### config.mk
export PLATFORM = sky130hd
export DESIGN_NAME = frame_jitter_buffer_selector
export DESIGN_NICKNAME = d
export VERILOG_FILES = /design/src/rtl/fjb_pkg.sv /design/src/rtl/fjb_front.sv /design/src/rtl/fjb_back.sv /design/src/rtl/frame_jitter_buffer_selector.sv
export SDC_FILE = /design/constraint.sdc
export NUM_CORES = 1
export LEC_CHECK = 0
export ABC_AREA = 0
export BUFFER_PORTS_ARGS = -buffer_cell sky130_fd_sc_hd__buf_2
export CAP_MARGIN = 15
export CORE_ASPECT_RATIO = 1.1
export CORE_MARGIN = 2
export CORE_UTILIZATION = 35
export CTS_CLUSTER_DIAMETER = 120
export DETAILED_ROUTE_END_ITERATION = 6
export HOLD_SLACK_MARGIN = 0.05
export SLEW_MARGIN = 20
export SYNTH_ARGS = -nofsm -noshare
export SYNTH_HDL_FRONTEND = slang
export SYNTH_SLANG_ARGS = --single-unit
### constraint.sdc
create_clock -name clk -period 12.3 [get_ports clk]
set_input_delay 0.615 -clock clk [delete_from_list [all_inputs] [get_ports clk]]
set_output_delay 0.615 -clock clk [all_outputs]
set_load 0.05 [all_outputs]
### src/rtl/fjb_pkg.sv
// Shared constants and types for the frame jitter buffer selector.
package fjb_pkg;

    // Fixed field widths
    localparam int NUM_W    = 31;
    localparam int LEN_W    = 16;
    localparam int STATUS_W = 2;
    localparam int HELD_W   = 5;
    localparam int DROP_W   = 16;
    localparam int CAP_W    = 5;

    // Packed widths of the stream payloads, without the handle field
    localparam int IN_FIXED_W  = NUM_W + LEN_W;
    localparam int OUT_FIXED_W = STATUS_W + 1 + 1 + NUM_W + HELD_W + DROP_W;

    // Register reset value
    localparam logic [CAP_W-1:0] CAP_RESET = 5'd15;

    // Result status codes
    localparam logic [STATUS_W-1:0] ST_STORED = 2'd0;
    localparam logic [STATUS_W-1:0] ST_EMPTY  = 2'd1;
    localparam logic [STATUS_W-1:0] ST_OLD    = 2'd2;

    // Playback thresholds
    localparam int START_FILL   = 3;
    localparam int FALLBACK_POS = 6;

    localparam logic [DROP_W-1:0] DROP_MAX = 16'hFFFF;

    // Classified request handed from the front to the back
    typedef struct packed {
        logic [NUM_W-1:0] num;
        logic             empty;
    } fjb_req_t;

endpackage

### src/rtl/fjb_front.sv
// Front end: accepts frame requests, flags empty ones and queues them for the back end.
module fjb_front #(
    parameter int HANDLE_BITS = 16
) (
    input  logic                                                clk,
    input  logic                                                rst_n,
    input  logic                                                s_tvalid,
    output logic                                                s_tready,
    // frame_number, payload_handle, payload_length (lowest bit up)
    input  logic [((fjb_pkg::IN_FIXED_W+HANDLE_BITS+7)/8)*8-1:0] s_tdata,
    output logic                                                q_valid,
    input  logic                                                q_ready,
    output fjb_pkg::fjb_req_t                                   q_req,
    output logic [HANDLE_BITS-1:0]                              q_hnd
);
    import fjb_pkg::*;

    localparam int QDEPTH = 2;
    localparam int QPTR_W = $clog2(QDEPTH);
    localparam int QCNT_W = $clog2(QDEPTH + 1);

    fjb_req_t                q_req_mem [QDEPTH];
    logic [HANDLE_BITS-1:0]  q_hnd_mem [QDEPTH];
    logic [QPTR_W-1:0]       wr_ptr_reg, wr_ptr_next;
    logic [QPTR_W-1:0]       rd_ptr_reg, rd_ptr_next;
    logic [QCNT_W-1:0]       count_reg, count_next;
    logic                    push;
    logic                    pop;
    fjb_req_t                in_req;
    logic [LEN_W-1:0]        in_len;

    // Unpack and classify the incoming request
    assign in_len       = s_tdata[NUM_W+HANDLE_BITS +: LEN_W];
    assign in_req.num   = s_tdata[NUM_W-1:0];
    assign in_req.empty = (in_len == '0);

    assign s_tready = (count_reg != QCNT_W'(QDEPTH));
    assign push     = s_tvalid & s_tready;
    assign q_valid  = (count_reg != '0);
    assign pop      = q_valid & q_ready;
    assign q_req    = q_req_mem[rd_ptr_reg];
    assign q_hnd    = q_hnd_mem[rd_ptr_reg];

    // Advance queue pointers and occupancy
    always_comb
    begin
        wr_ptr_next = wr_ptr_reg;
        rd_ptr_next = rd_ptr_reg;
        count_next  = count_reg;
        if (push)
        begin
            wr_ptr_next = (wr_ptr_reg == QPTR_W'(QDEPTH - 1)) ? '0 : wr_ptr_reg + 1'b1;
        end
        if (pop)
        begin
            rd_ptr_next = (rd_ptr_reg == QPTR_W'(QDEPTH - 1)) ? '0 : rd_ptr_reg + 1'b1;
        end
        if (push && !pop)
        begin
            count_next = count_reg + 1'b1;
        end
        else if (pop && !push)
        begin
            count_next = count_reg - 1'b1;
        end
    end

    always_ff @(posedge clk or negedge rst_n)
    begin
        if (!rst_n)
        begin
            wr_ptr_reg <= '0;
            rd_ptr_reg <= '0;
            count_reg  <= '0;
        end
        else
        begin
            wr_ptr_reg <= wr_ptr_next;
            rd_ptr_reg <= rd_ptr_next;
            count_reg  <= count_next;
        end
    end

    // Store queued payload
    always_ff @(posedge clk)
    begin
        if (push)
        begin
            q_req_mem[wr_ptr_reg] <= in_req;
            q_hnd_mem[wr_ptr_reg] <= s_tdata[NUM_W +: HANDLE_BITS];
        end
    end

endmodule

### src/rtl/fjb_back.sv
// Back end: sorted frame table in a ring memory, insert/evict sequencer and playback choice.
module fjb_back #(
    parameter int TABLE_DEPTH = 16,
    parameter int HANDLE_BITS = 16
) (
    input  logic                                                 clk,
    input  logic                                                 rst_n,
    input  logic [fjb_pkg::CAP_W-1:0]                            capacity,
    input  logic                                                 q_valid,
    output logic                                                 q_ready,
    input  fjb_pkg::fjb_req_t                                    q_req,
    input  logic [HANDLE_BITS-1:0]                               q_hnd,
    output logic                                                 m_tvalid,
    input  logic                                                 m_tready,
    // status, evicted, play_valid, play_frame, play_handle, held_count,
    // dropped_total (lowest bit up)
    output logic [((fjb_pkg::OUT_FIXED_W+HANDLE_BITS+7)/8)*8-1:0] m_tdata
);
    import fjb_pkg::*;

    localparam int OUT_W  = ((OUT_FIXED_W + HANDLE_BITS + 7) / 8) * 8;
    localparam int IDX_W  = $clog2(TABLE_DEPTH);
    localparam int CNT_W  = $clog2(TABLE_DEPTH + 1);
    localparam int CNTX_W = $clog2(TABLE_DEPTH + 2);
    localparam int PW     = CNTX_W + 1;
    localparam int EW     = (CNTX_W > CAP_W) ? CNTX_W : CAP_W;

    // Sequencer states
    localparam logic [3:0] S_IDLE  = 4'd0;
    localparam logic [3:0] S_SRCH  = 4'd1;
    localparam logic [3:0] S_INS   = 4'd2;
    localparam logic [3:0] S_SHIFT = 4'd3;
    localparam logic [3:0] S_PLACE = 4'd4;
    localparam logic [3:0] S_EVICT = 4'd5;
    localparam logic [3:0] S_RD0   = 4'd6;
    localparam logic [3:0] S_GOT0  = 4'd7;
    localparam logic [3:0] S_SEL   = 4'd8;
    localparam logic [3:0] S_SCAN0 = 4'd9;
    localparam logic [3:0] S_SCAN  = 4'd10;
    localparam logic [3:0] S_PICKD = 4'd11;
    localparam logic [3:0] S_OUT   = 4'd12;

    // Frame table, addressed as a ring starting at base_reg
    logic [NUM_W-1:0]       mem_num [TABLE_DEPTH];
    logic [HANDLE_BITS-1:0] mem_hnd [TABLE_DEPTH];
    logic [NUM_W-1:0]       rd_num_reg;
    logic [HANDLE_BITS-1:0] rd_hnd_reg;

    logic [3:0]             state_reg, state_next;
    logic [CNT_W-1:0]       fill_reg, fill_next;
    logic [IDX_W-1:0]       base_reg, base_next;
    logic                   playing_reg, playing_next;
    logic [NUM_W-1:0]       current_reg, current_next;
    logic [DROP_W-1:0]      drop_reg, drop_next;
    logic                   out_valid_reg, out_valid_next;

    logic [NUM_W-1:0]       item_num_reg, item_num_next;
    logic [HANDLE_BITS-1:0] item_hnd_reg, item_hnd_next;
    logic [CNT_W-1:0]       idx_reg, idx_next;
    logic [CNT_W-1:0]       pos_reg, pos_next;
    logic                   eq_reg, eq_next;
    logic [CNTX_W-1:0]      cnt_reg, cnt_next;
    logic [NUM_W-1:0]       prev_reg, prev_next;
    logic [STATUS_W-1:0]    res_status_reg, res_status_next;
    logic                   res_evicted_reg, res_evicted_next;
    logic                   res_pv_reg, res_pv_next;
    logic [NUM_W-1:0]       res_pf_reg, res_pf_next;
    logic [HANDLE_BITS-1:0] res_ph_reg, res_ph_next;
    logic [OUT_W-1:0]       out_data_reg, out_data_next;

    logic [CNT_W-1:0]       rd_l;
    logic [IDX_W-1:0]       rd_addr;
    logic                   wr_en;
    logic [CNT_W-1:0]       wr_l;
    logic [IDX_W-1:0]       wr_addr;
    logic [NUM_W-1:0]       wr_num;
    logic [HANDLE_BITS-1:0] wr_hnd;
    logic [EW-1:0]          cap_w;
    logic [CNTX_W-1:0]      cap_eff;

    // Map a logical position onto the ring
    function automatic logic [IDX_W-1:0] ring_addr(input logic [IDX_W-1:0] b,
                                                   input logic [CNTX_W-1:0] l);
        logic [PW-1:0] s;
        s = PW'(b) + PW'(l);
        if (s >= PW'(TABLE_DEPTH))
        begin
            s = s - PW'(TABLE_DEPTH);
        end
        return s[IDX_W-1:0];
    endfunction

    // Clamp capacity to 1..TABLE_DEPTH
    always_comb
    begin
        if (capacity == '0)
        begin
            cap_w = EW'(1);
        end
        else if (EW'(capacity) > EW'(TABLE_DEPTH))
        begin
            cap_w = EW'(TABLE_DEPTH);
        end
        else
        begin
            cap_w = EW'(capacity);
        end
    end
    assign cap_eff = CNTX_W'(cap_w);

    assign rd_addr  = ring_addr(base_reg, CNTX_W'(rd_l));
    assign wr_addr  = ring_addr(base_reg, CNTX_W'(wr_l));
    assign q_ready  = (state_reg == S_IDLE);
    assign m_tvalid = out_valid_reg;
    assign m_tdata  = out_data_reg;

    // Sequencer
    always_comb
    begin
        logic [CNT_W-1:0]  nf;
        logic [CNTX_W-1:0] start;
        logic [DROP_W:0]   dsum;

        nf    = fill_reg;
        start = '0;
        dsum  = '0;

        state_next       = state_reg;
        fill_next        = fill_reg;
        base_next        = base_reg;
        playing_next     = playing_reg;
        current_next     = current_reg;
        drop_next        = drop_reg;
        item_num_next    = item_num_reg;
        item_hnd_next    = item_hnd_reg;
        idx_next         = idx_reg;
        pos_next         = pos_reg;
        eq_next          = eq_reg;
        cnt_next         = cnt_reg;
        prev_next        = prev_reg;
        res_status_next  = res_status_reg;
        res_evicted_next = res_evicted_reg;
        res_pv_next      = res_pv_reg;
        res_pf_next      = res_pf_reg;
        res_ph_next      = res_ph_reg;
        out_data_next    = out_data_reg;
        out_valid_next   = out_valid_reg & ~m_tready;

        rd_l   = idx_reg;
        wr_en  = 1'b0;
        wr_l   = pos_reg;
        wr_num = item_num_reg;
        wr_hnd = item_hnd_reg;

        case (state_reg)
            S_IDLE:
            begin
                // Take the next request and clear the result
                if (q_valid)
                begin
                    item_num_next    = q_req.num;
                    item_hnd_next    = q_hnd;
                    res_status_next  = ST_STORED;
                    res_evicted_next = 1'b0;
                    res_pv_next      = 1'b0;
                    res_pf_next      = '0;
                    res_ph_next      = '0;
                    if (q_req.empty)
                    begin
                        res_status_next = ST_EMPTY;
                        state_next      = S_OUT;
                    end
                    else if (fill_reg == '0)
                    begin
                        pos_next   = '0;
                        eq_next    = 1'b0;
                        state_next = S_INS;
                    end
                    else
                    begin
                        rd_l       = '0;
                        idx_next   = '0;
                        state_next = S_SRCH;
                    end
                end
            end

            S_SRCH:
            begin
                // Find the first held frame not older than the request, or drop one older than all
                if (idx_reg == '0 && item_num_reg < rd_num_reg)
                begin
                    res_status_next = ST_OLD;
                    if (drop_reg != DROP_MAX)
                    begin
                        drop_next = drop_reg + 1'b1;
                    end
                    state_next = S_OUT;
                end
                else if (item_num_reg <= rd_num_reg)
                begin
                    pos_next   = idx_reg;
                    eq_next    = (item_num_reg == rd_num_reg);
                    state_next = S_INS;
                end
                else if (idx_reg + 1'b1 == fill_reg)
                begin
                    pos_next   = fill_reg;
                    eq_next    = 1'b0;
                    state_next = S_INS;
                end
                else
                begin
                    idx_next = idx_reg + 1'b1;
                    rd_l     = idx_reg + 1'b1;
                end
            end

            S_INS:
            begin
                // Replace, append, or open a gap by shifting newer entries up
                if (eq_reg)
                begin
                    wr_en      = 1'b1;
                    cnt_next   = CNTX_W'(fill_reg);
                    state_next = S_EVICT;
                end
                else if (pos_reg == fill_reg)
                begin
                    wr_en      = 1'b1;
                    cnt_next   = CNTX_W'(fill_reg) + 1'b1;
                    state_next = S_EVICT;
                end
                else
                begin
                    rd_l       = fill_reg - 1'b1;
                    idx_next   = fill_reg - 1'b1;
                    state_next = S_SHIFT;
                end
            end

            S_SHIFT:
            begin
                wr_en  = 1'b1;
                wr_l   = idx_reg + 1'b1;
                wr_num = rd_num_reg;
                wr_hnd = rd_hnd_reg;
                if (idx_reg == pos_reg)
                begin
                    state_next = S_PLACE;
                end
                else
                begin
                    idx_next = idx_reg - 1'b1;
                    rd_l     = idx_reg - 1'b1;
                end
            end

            S_PLACE:
            begin
                wr_en      = 1'b1;
                cnt_next   = CNTX_W'(fill_reg) + 1'b1;
                state_next = S_EVICT;
            end

            S_EVICT:
            begin
                // Drop the oldest entries beyond capacity by moving the ring base
                if (cnt_reg > cap_eff)
                begin
                    start            = cnt_reg - cap_eff;
                    base_next        = ring_addr(base_reg, start);
                    nf               = CNT_W'(cap_eff);
                    res_evicted_next = 1'b1;
                    dsum             = {1'b0, drop_reg} + (DROP_W+1)'(start);
                    drop_next        = dsum[DROP_W] ? DROP_MAX : dsum[DROP_W-1:0];
                end
                else
                begin
                    nf = CNT_W'(cnt_reg);
                end
                fill_next = nf;
                if (nf >= CNT_W'(START_FILL))
                begin
                    if (!playing_reg)
                    begin
                        playing_next = 1'b1;
                        state_next   = S_RD0;
                    end
                    else
                    begin
                        state_next = S_SEL;
                    end
                end
                else
                begin
                    state_next = S_OUT;
                end
            end

            S_RD0:
            begin
                rd_l       = '0;
                state_next = S_GOT0;
            end

            S_GOT0:
            begin
                // Start playback at the oldest held frame
                current_next = rd_num_reg;
                state_next   = S_SEL;
            end

            S_SEL:
            begin
                rd_l       = fill_reg - 1'b1;
                state_next = S_SCAN0;
            end

            S_SCAN0:
            begin
                prev_next  = rd_num_reg;
                idx_next   = fill_reg - 2'd2;
                rd_l       = fill_reg - 2'd2;
                state_next = S_SCAN;
            end

            S_SCAN:
            begin
                // Walk down from the newest, looking for a consecutive pair
                if (({1'b0, rd_num_reg} + 1'b1) == {1'b0, prev_reg})
                begin
                    if (rd_num_reg != current_reg)
                    begin
                        current_next = rd_num_reg;
                        res_pv_next  = 1'b1;
                        res_pf_next  = rd_num_reg;
                        res_ph_next  = rd_hnd_reg;
                    end
                    state_next = S_OUT;
                end
                else if (idx_reg == '0)
                begin
                    if (fill_reg > CNT_W'(FALLBACK_POS))
                    begin
                        rd_l = fill_reg - CNT_W'(FALLBACK_POS);
                    end
                    else
                    begin
                        rd_l = '0;
                    end
                    state_next = S_PICKD;
                end
                else
                begin
                    prev_next = rd_num_reg;
                    idx_next  = idx_reg - 1'b1;
                    rd_l      = idx_reg - 1'b1;
                end
            end

            S_PICKD:
            begin
                // Fallback choice arrives from the table
                if (rd_num_reg != current_reg)
                begin
                    current_next = rd_num_reg;
                    res_pv_next  = 1'b1;
                    res_pf_next  = rd_num_reg;
                    res_ph_next  = rd_hnd_reg;
                end
                state_next = S_OUT;
            end

            S_OUT:
            begin
                // Hand the result to the output register once it is free
                if (!out_valid_reg || m_tready)
                begin
                    out_valid_next = 1'b1;
                    out_data_next  = OUT_W'({drop_reg, HELD_W'(fill_reg), res_ph_reg,
                                             res_pf_reg, res_pv_reg, res_evicted_reg,
                                             res_status_reg});
                    state_next     = S_IDLE;
                end
            end

            default:
            begin
                state_next = S_IDLE;
            end
        endcase
    end

    always_ff @(posedge clk or negedge rst_n)
    begin
        if (!rst_n)
        begin
            state_reg     <= S_IDLE;
            fill_reg      <= '0;
            base_reg      <= '0;
            playing_reg   <= 1'b0;
            current_reg   <= '0;
            drop_reg      <= '0;
            out_valid_reg <= 1'b0;
        end
        else
        begin
            state_reg     <= state_next;
            fill_reg      <= fill_next;
            base_reg      <= base_next;
            playing_reg   <= playing_next;
            current_reg   <= current_next;
            drop_reg      <= drop_next;
            out_valid_reg <= out_valid_next;
        end
    end

    // Working payload
    always_ff @(posedge clk)
    begin
        item_num_reg    <= item_num_next;
        item_hnd_reg    <= item_hnd_next;
        idx_reg         <= idx_next;
        pos_reg         <= pos_next;
        eq_reg          <= eq_next;
        cnt_reg         <= cnt_next;
        prev_reg        <= prev_next;
        res_status_reg  <= res_status_next;
        res_evicted_reg <= res_evicted_next;
        res_pv_reg      <= res_pv_next;
        res_pf_reg      <= res_pf_next;
        res_ph_reg      <= res_ph_next;
        out_data_reg    <= out_data_next;
    end

    // Table memory: one write and one registered read per cycle
    always_ff @(posedge clk)
    begin
        if (wr_en)
        begin
            mem_num[wr_addr] <= wr_num;
            mem_hnd[wr_addr] <= wr_hnd;
        end
        rd_num_reg <= mem_num[rd_addr];
        rd_hnd_reg <= mem_hnd[rd_addr];
    end

endmodule

### src/rtl/frame_jitter_buffer_selector.sv
// Frame jitter buffer selector: top level with capacity register, front queue and back sequencer.
//
// Each request carries a frame number, payload handle and length, and yields exactly one
// result. The back end keeps the held frames sorted in a ring memory with a single write and
// a single registered read port; that port sets the timing. An empty frame goes straight to
// the output, and a frame dropped as too old is first compared with the oldest entry. For a
// stored frame, the search up from the oldest entry and the shift of the newer entries (one
// per cycle) together cover up to F + 1 entries with F frames held, the scan down from the
// newest for a consecutive pair covers up to the held count less one, and the step that
// starts playback adds the read of the oldest frame. A two-entry request queue in front and
// an output register behind let requests arrive and results wait while the back end works.
// No table clearing is needed after reset; only filled entries are ever read. The capacity
// register (reset 15) is written over the config channel while no request is in flight;
// the user must keep to this, as the block itself does not enforce it.
module frame_jitter_buffer_selector #(
    parameter int TABLE_DEPTH = 16,
    parameter int HANDLE_BITS = 16
) (
    input  logic                                                 clk,
    input  logic                                                 rst_n,
    input  logic                                                 cfg_valid,
    output logic                                                 cfg_ready,
    // capacity
    input  logic [fjb_pkg::CAP_W-1:0]                            cfg_data,
    input  logic                                                 s_tvalid,
    output logic                                                 s_tready,
    // frame_number, payload_handle, payload_length (lowest bit up)
    input  logic [((fjb_pkg::IN_FIXED_W+HANDLE_BITS+7)/8)*8-1:0]  s_tdata,
    output logic                                                 m_tvalid,
    input  logic                                                 m_tready,
    // status, evicted, play_valid, play_frame, play_handle, held_count,
    // dropped_total (lowest bit up)
    output logic [((fjb_pkg::OUT_FIXED_W+HANDLE_BITS+7)/8)*8-1:0] m_tdata
);
    import fjb_pkg::*;

    logic [CAP_W-1:0]       capacity_reg;
    logic                   q_valid;
    logic                   q_ready;
    fjb_req_t               q_req;
    logic [HANDLE_BITS-1:0] q_hnd;

    // Hold the capacity register
    assign cfg_ready = 1'b1;

    always_ff @(posedge clk or negedge rst_n)
    begin
        if (!rst_n)
        begin
            capacity_reg <= CAP_RESET;
        end
        else if (cfg_valid && cfg_ready)
        begin
            capacity_reg <= cfg_data;
        end
    end

    fjb_front #(
        .HANDLE_BITS (HANDLE_BITS)
    ) u_front (
        .clk      (clk),
        .rst_n    (rst_n),
        .s_tvalid (s_tvalid),
        .s_tready (s_tready),
        .s_tdata  (s_tdata),
        .q_valid  (q_valid),
        .q_ready  (q_ready),
        .q_req    (q_req),
        .q_hnd    (q_hnd)
    );

    fjb_back #(
        .TABLE_DEPTH (TABLE_DEPTH),
        .HANDLE_BITS (HANDLE_BITS)
    ) u_back (
        .clk      (clk),
        .rst_n    (rst_n),
        .capacity (capacity_reg),
        .q_valid  (q_valid),
        .q_ready  (q_ready),
        .q_req    (q_req),
        .q_hnd    (q_hnd),
        .m_tvalid (m_tvalid),
        .m_tready (m_tready),
        .m_tdata  (m_tdata)
    );

endmodule

# Word level (Yosys, flattened, before mapping)
# Memories as Yosys holds them, arrays and structs flattened. A register that Yosys moved wholly into a read port is not among the register bits.
# Index checks and enable logic that the tools add are counted.
[totals]
word_cells = 233
mem_count = 4
register_bits = 272
ramBits = 848
[mem_list]
columns = ["name", "depth", "width", "read_ports", "rd_clocked_by_memory_dff", "wr", "line", "rtl"]
rows = [
  ["u_back.mem_num", 16, 31, 1, 1, 1, "fjb_back.sv:44", "logic [NUM_W-1:0] mem_num [TABLE_DEPTH];"],
  ["u_back.mem_hnd", 16, 16, 1, 1, 1, "fjb_back.sv:45", "logic [HANDLE_BITS-1:0] mem_hnd [TABLE_DEPTH];"],
  ["u_front.q_req_mem", 2, 32, 1, 0, 1, "fjb_front.sv:22", "fjb_req_t q_req_mem [QDEPTH];"],
  ["u_front.q_hnd_mem", 2, 16, 1, 1, 1, "fjb_front.sv:23", "logic [HANDLE_BITS-1:0] q_hnd_mem [QDEPTH];"],
]
[classes]
n_reduce_logical = 37
mux = 100
magnitude_cmp = 9
bitwise = 4
add_sub_neg = 20
eq_ne = 36
[ops]
columns = ["op", "count"]
rows = [
  ["two-way mux 31 bit", 8],
  ["case mux 31 bit (3 select lines)", 2],
  ["two-way mux 5 bit", 27],
  ["two-way mux 16 bit", 8],
  ["case mux 31 bit (2 select lines)", 1],
  ["two-way mux 4 bit", 15],
  ["case mux 4 bit (13 select lines)", 1],
  ["case mux 16 bit (3 select lines)", 1],
  ["case mux 5 bit (8 select lines)", 1],
  ["adder 31 x 1 -> 32 bit (second input constant)", 1],
  ["equality test 32 x 31 -> 1 bit", 1],
  ["case mux 16 bit (2 select lines)", 1],
  ["equality test 31 bit", 1],
  ["<= comparator 31 bit", 1],
  ["less-than comparator 31 bit", 1],
  ["!= test 31 bit", 1],
  ["case mux 5 bit (6 select lines)", 1],
  ["two-way mux 1 bit", 21],
  ["equality test 4 bit (second input constant)", 5],
  ["case mux 5 bit (2 select lines)", 2],
  ["adder 4 x 5 -> 6 bit", 3],
  [">= comparator 6 x 5 -> 1 bit (second input constant)", 3],
  ["adder 16 x 5 -> 17 bit", 1],
  ["adder 16 x 1 -> 16 bit (second input constant)", 1],
  ["other kinds (44)", 98],
]

# Depth between registers and ports, before layout
[depth]
depth_word = 9
mapped_depth = 22
mapped_depth_nobuf = 19

# By module
# Synthesis repeated with hierarchy kept, for this count alone.
[unflattened]
hier_cells = 2827
area_unflattened_um2 = 48626.6
[modules_own_cells]
columns = ["mod", "seq_area_each_um2", "n_inst", "cells_each", "area_each_um2"]
rows = [
  ["fjb_back", 31590.3, 1, 2643, 44691.6],
  ["fjb_front", 2982.9, 1, 172, 3737.3],
  ["frame_jitter_buffer_selector", 130.1, 1, 12, 197.7],
]

# Least setup slack after synthesis
# No wires, ideal clock.
[synth_path]
path_type = "reg2reg"
startpoint = "reg u_back.state_reg[3]"
endpoint = "reg u_back.out_data_reg[0] (netlist: u_back.m_tdata[0]) (enable)"
required_time_ns = 11.695
synth_period_minus_slack_ns = 6.848
path_slack_ns = 5.452
path_buffers = 2
path_stages_with_launch = 5
arrival_ns = 6.243
setup_ns = 0.605
cell_sequence = "dfrtp_1 > clkbuf_1 > buf_2 > nand2_1 > nor3b_1"
[synth_between]
elab_chain_len = 2
[synth_rtl]
columns = ["item", "line", "rtl"]
rows = [
  ["start: declaration", "fjb_back.sv:49", "logic [3:0] state_reg, state_next;"],
  ["start signal: assignment", "fjb_back.sv:409", "state_reg <= state_next;"],
  ["equality test 4 bit", "fjb_back.sv:155", "case (state_reg)"],
  ["AND reduction 2 bit (no source line)", "-", ""],
  ["end signal: assignment", "fjb_back.sv:434", "out_data_reg <= out_data_next;"],
  ["end: declaration", "fjb_back.sv:69", "logic [OUT_W-1:0] out_data_reg, out_data_next;"],
]
# No other way between the ends.
# A chain may end at the register's enable or synchronous reset.

# Final worst setup path
[layout_path]
startpoint = "reg u_back.rd_num_reg[30], read port of u_back.mem_num"
endpoint = "reg u_back.rd_num_reg[20], read port of u_back.mem_num"
[layout_between]
elab_chain_len = 7
word_cells_on_any_way = 13
cone_classes = "3 x add/sub; 3 x order compare; 1 x eq/ne; 5 x mux; 1 x reduce/logical"
[layout_rtl]
columns = ["item", "line", "rtl"]
rows = [
  ["start: declaration", "fjb_back.sv:46", "logic [NUM_W-1:0] rd_num_reg;"],
  ["adder 31 x 1 -> 32 bit (tied with other cells)", "fjb_back.sv:331", "if (({1'b0, rd_num_reg} + 1'b1) == {1'b0, prev_reg})"],
  ["equality test 32 x 31 -> 1 bit (tied with other cells)", "fjb_back.sv:331", ""],
  ["two-way mux 5 bit, on equally long branches", "fjb_back.sv:331, fjb_back.sv:191", ""],
  ["case mux 5 bit (8 select lines) (*)", "fjb_back.sv:155", ""],
  ["adder 4 x 5 -> 6 bit (*)", "fjb_back.sv:85", "s = PW'(b) + PW'(l);"],
  [">= comparator 6 x 5 -> 1 bit or subtractor 4 x 1 -> 4 bit (tied branches)", "fjb_back.sv:86, fjb_back.sv:88", ""],
  ["two-way mux 4 bit (*)", "fjb_back.sv:86", "if (s >= PW'(TABLE_DEPTH))"],
]
# Every way passes the cells marked *; elsewhere a longest branch is shown, timed or not.

==> flow_summary.rst <==
.. list-table::
   :header-rows: 1

   * - Metric
     - Value
   * - Run status
     - complete, no violations
   * - Number of nets in the synthesized netlist
     - 2,967
   * - H-tree lvl count
     - 3
   * - Count of warnings emitted by yosys
     - 0
   * - Post-synthesis cell area
     - roughly 0.049 mm²
   * - Setup repair after global routing missed its margin
     - no
   * - Initial antenna violation count
     - 3
   * - HPWL after DPL
     - around 67,000 µm
   * - Die area
     - about 0.14 mm²
   * - # setup viols final
     - 0
   * - Syn_area_per_cell
     - 17.3 µm²
   * - CP max-delay cell
     - sky130_fd_sc_hd__fa_4
   * - Hold Crit Class
     - input port to flop
   * - Total via count in the routed design
     - around 26,000
   * - Worst slew margin relative to its limit
     - 0.219
   * - Post-detailed-route wirelength per cell
     - between 20 and 25 µm
   * - Share of cells above drive strength 1
     - 0.226
   * - Async S/R FF share, synth
     - 0.0600
   * - Predominant post-synthesis flop cell
     - sky130_fd_sc_hd__edfxtp_1
   * - # resized after CTS
     - 0
   * - Number of setup buffers added after CTS
     - 0
   * - Highest-count cells in the layout ignoring fill and taps
     - 1,065 x sky130_fd_sc_hd__edfxtp_1, 197 x sky130_fd_sc_hd__mux2i_1, 188 x sky130_fd_sc_hd__mux4_2, 161 x sky130_fd_sc_hd__nand2_1, 145 x sky130_fd_sc_hd__buf_2
   * - Number of enable flip-flop cells after synthesis
     - 1,065
   * - Register clock-pin slew on the reported worst setup and hold paths
     - around 0.060 ns
   * - Clock tree from TritonCTS
     - done
   * - Cell with the most instances on the worst path
     - sky130_fd_sc_hd__inv_1
   * - Worst setup timing slack at the placement stage
     - a little over 5 ns
   * - Flip-flop and latch count after synthesis
     - roughly 1,200
   * - Main area contributors after synthesis
     - sky130_fd_sc_hd__edfxtp_1 65%, sky130_fd_sc_hd__mux4_2 8.7%, sky130_fd_sc_hd__mux2i_1 4.0%, sky130_fd_sc_hd__dfrtp_1 3.4%, sky130_fd_sc_hd__dfxtp_1 1.9%
   * - Sum of negative setup slack
     - 0 ns
   * - DIE HEIGHT
     - 396 µm
   * - Drt via density
     - around 5.2
   * - Delay contributed by the slowest stage of the critical path
     - between 1 and 1.5 ns
   * - Data arrival time at the worst-slack endpoint
     - 7.73 ns
   * - Detailed-route DRC error count
     - 0
   * - Fin area
     - roughly 0.057 mm²
   * - Maxcap violations
     - 0
   * - Final worst path period share
     - 0.583
   * - Setup CP Type
     - flop to flop
   * - Largest net degree at the start of global routing
     - ~110
   * - Number of clock sinks
     - ~1,200
   * - Number of filler cells placed in the layout
     - around 13,000
   * - Most common cell after layout, fill and taps aside
     - sky130_fd_sc_hd__edfxtp_1
   * - Number of design-rule violations left by the first detailed-router iteration
     - 2,569
   * - Wire length of the first global-routing pass
     - 172,000 µm
   * - Min Tclk post-route
     - just over 7 ns
   * - Synth cell types
     - 85
   * - Floorplan core area
     - 0.138 mm²
   * - Final Hold Violating Endpoints
     - 0
   * - Total Nets Final
     - 3,210
   * - Initial core utilization
     - 0.353
   * - Clock Path Buffers
     - 3
   * - IO Port Bufs
     - 146
   * - Crit path required time
     - between 10 and 15 ns
   * - Via count of the first global-routing pass
     - 25,863
   * - WHS
     - around 0.11 ns
   * - Startpoint of the worst-slack reg-to-reg timing path
     - u_back.rd_num_reg[30]
   * - CTS Buf Count
     - 120
   * - Drt pass-1 iters
     - 7
   * - Transition time of the tightest slew-check pin
     - roughly 1.2 ns
   * - Cell type with the largest total area after synthesis
     - sky130_fd_sc_hd__edfxtp_1
   * - Sequential area share after synthesis
     - 0.710
   * - Number of hold buffers added after cts
     - 46
   * - Yosys top cell area share
     - 0.654
   * - I/O pin cnt
     - between 100 and 150
   * - CP Capture Type
     - flop
   * - Sum of overflow across all layers after global routing
     - 0
   * - Max-slew violation count
     - 0
   * - Worst clock skew
     - around 0.06 ns
   * - Clock tree root buffer cell
     - sky130_fd_sc_hd__clkbuf_16
   * - Overall global routing resource usage
     - 0.163
   * - Number of nets still failing antenna checks after routing
     - 0
   * - Clock Latency Late Sink
     - 0.76 ns
   * - Wire length reported by the detailed router
     - roughly 120,000 µm
   * - Post-route setup slack
     - between 5 and 6 ns
   * - Global placement routability congestion
     - about 0.89
   * - Hold Crit Start
     - s_tdata[10]
   * - Post-Syn Instances
     - roughly 2,800
   * - Start point of the critical path
     - u_back.rd_num_reg[30]
   * - Synth-to-layout area growth
     - 15.8%
   * - Std-Cell Rows
     - roughly 140
   * - Die Wd
     - 360 µm
   * - Dpl cell area
     - approximately 0.052 mm²
   * - Reg with most FFs
     - u_back.mem_num
   * - Launching element type of the critical path
     - flop
   * - Max Clock Freq
     - about 0.14 GHz
   * - Critical path peak fanout
     - 51
   * - Setup slack of the most critical reg-to-reg path
     - about 5 ns
   * - Cells traversed along the worst timing path
     - inv_1 > ha_1 > nand3_1 > nor4_1 > buf_4 > nand2_1 > a31oi_1 > o211ai_1 > o21ai_0 > inv_1 > o211ai_1 > a21oi_1 > a31oi_1 > ha_4 > inv_1 > fa_4 > buf_4 > mux4_2 > mux2i_1 > mux2i_1
   * - Number of flip-flops under the largest register name
     - a little under 500
-- cell families (layout without fill, tap and decap cells) --
| logic type | count (synthesis) | count (layout) | synth area share |
|---|---|---|---|
| buffers and inverters | 206 | 555 | 0.0172 |
| adder cells (fa/ha/maj) | 66 | 66 | 0.0177 |
| flip-flops | 1183 | 1183 | 0.710 |
| XOR/XNOR | 123 | 123 | 0.0223 |
| other | 1 | 2 | 0.0000767 |
| AO/OA/AOI/OAI | 277 | 277 | 0.0361 |
| AND/OR/NAND/NOR | 499 | 499 | 0.0499 |
| multiplexers | 472 | 472 | 0.147 |
-- final cells by class --
type | instances | area, µm² | share of cell area
Sequential cell | 1183 | 34700 | 0.613
Tap cell | 1812 | 2270 | 0.0400
Clock inverter | 60 | 758 | 0.0134
Inverter | 65 | 244 | 0.00431
Multi-Input combinational cell | 1438 | 13600 | 0.240
Timing Repair Buffer | 262 | 1760 | 0.0310
Antenna cell | 1 | 2.50 | 0.0000442
Clock buffer | 168 | 3310 | 0.0585
-- routing by layer --
layer	GRT usage	vias to the layer above	part of all wire
met1	0.230	13528	0.45
met5	0	-	0
met4	0.0499	0	0.028
li1	-	11605	-
met3	0.0339	186	0.066
met2	0.252	781	0.45
-- path summary, 6_finish.rpt --
| kind | endpoint | cells after the start |
|---|---|---|
| setup / recovery | u_back.rd_num_reg[20] | 20 |
| hold / removal | u_front.q_req_mem[1][11] | 1 |
| setup reg to reg | u_back.rd_num_reg[20] | 20 |
| hold reg to reg | u_back.m_tdata[0] | 0 |
| max in group asynchronous | u_front.rd_ptr_reg | 3 |
| min in group asynchronous | u_back.state_reg[1] | 2 |
-- worst max-delay path, delay by kind of cell (launching register included) --
family | cells | cell delay [ns]
flip-flops | 1 | 0.72
multiplexers | 3 | 0.75
AND/OR/NAND/NOR | 3 | 0.51
adder cells (fa/ha/maj) | 3 | 1.77
AO/OA/AOI/OAI | 6 | 1.74
buffers and inverters | 5 | 1.39
-- cell usage after synthesis, types with 46 or more instances --
master and number:
sky130_fd_sc_hd__a21oi_1 61, sky130_fd_sc_hd__clkbuf_1 88, sky130_fd_sc_hd__dfrtp_1 67, sky130_fd_sc_hd__dfxtp_1 47, sky130_fd_sc_hd__edfxtp_1 1065, sky130_fd_sc_hd__ha_1 61
sky130_fd_sc_hd__inv_1 61, sky130_fd_sc_hd__mux2_2 75, sky130_fd_sc_hd__mux2i_1 197, sky130_fd_sc_hd__mux4_2 188, sky130_fd_sc_hd__nand2_1 161, sky130_fd_sc_hd__nor2_1 137
sky130_fd_sc_hd__o21ai_0 81, sky130_fd_sc_hd__xnor2_1 76, sky130_fd_sc_hd__xor2_1 46
-- stage by stage --
| step | instances | utilization |
|---|---|---|
| final | 4989 | 0.409 |
| after floorplan | 2827 | - |
| after CTS | 4988 | 0.409 |
| after detailed placement | 4714 | 0.376 |
| after global placement | 4714 | 0.376 |
| after global routing | 4989 | 0.409 |
Power is left out: the tool's default activity adds up to more than one toggle a clock period on the data nets, which glitch-free logic cannot reach.
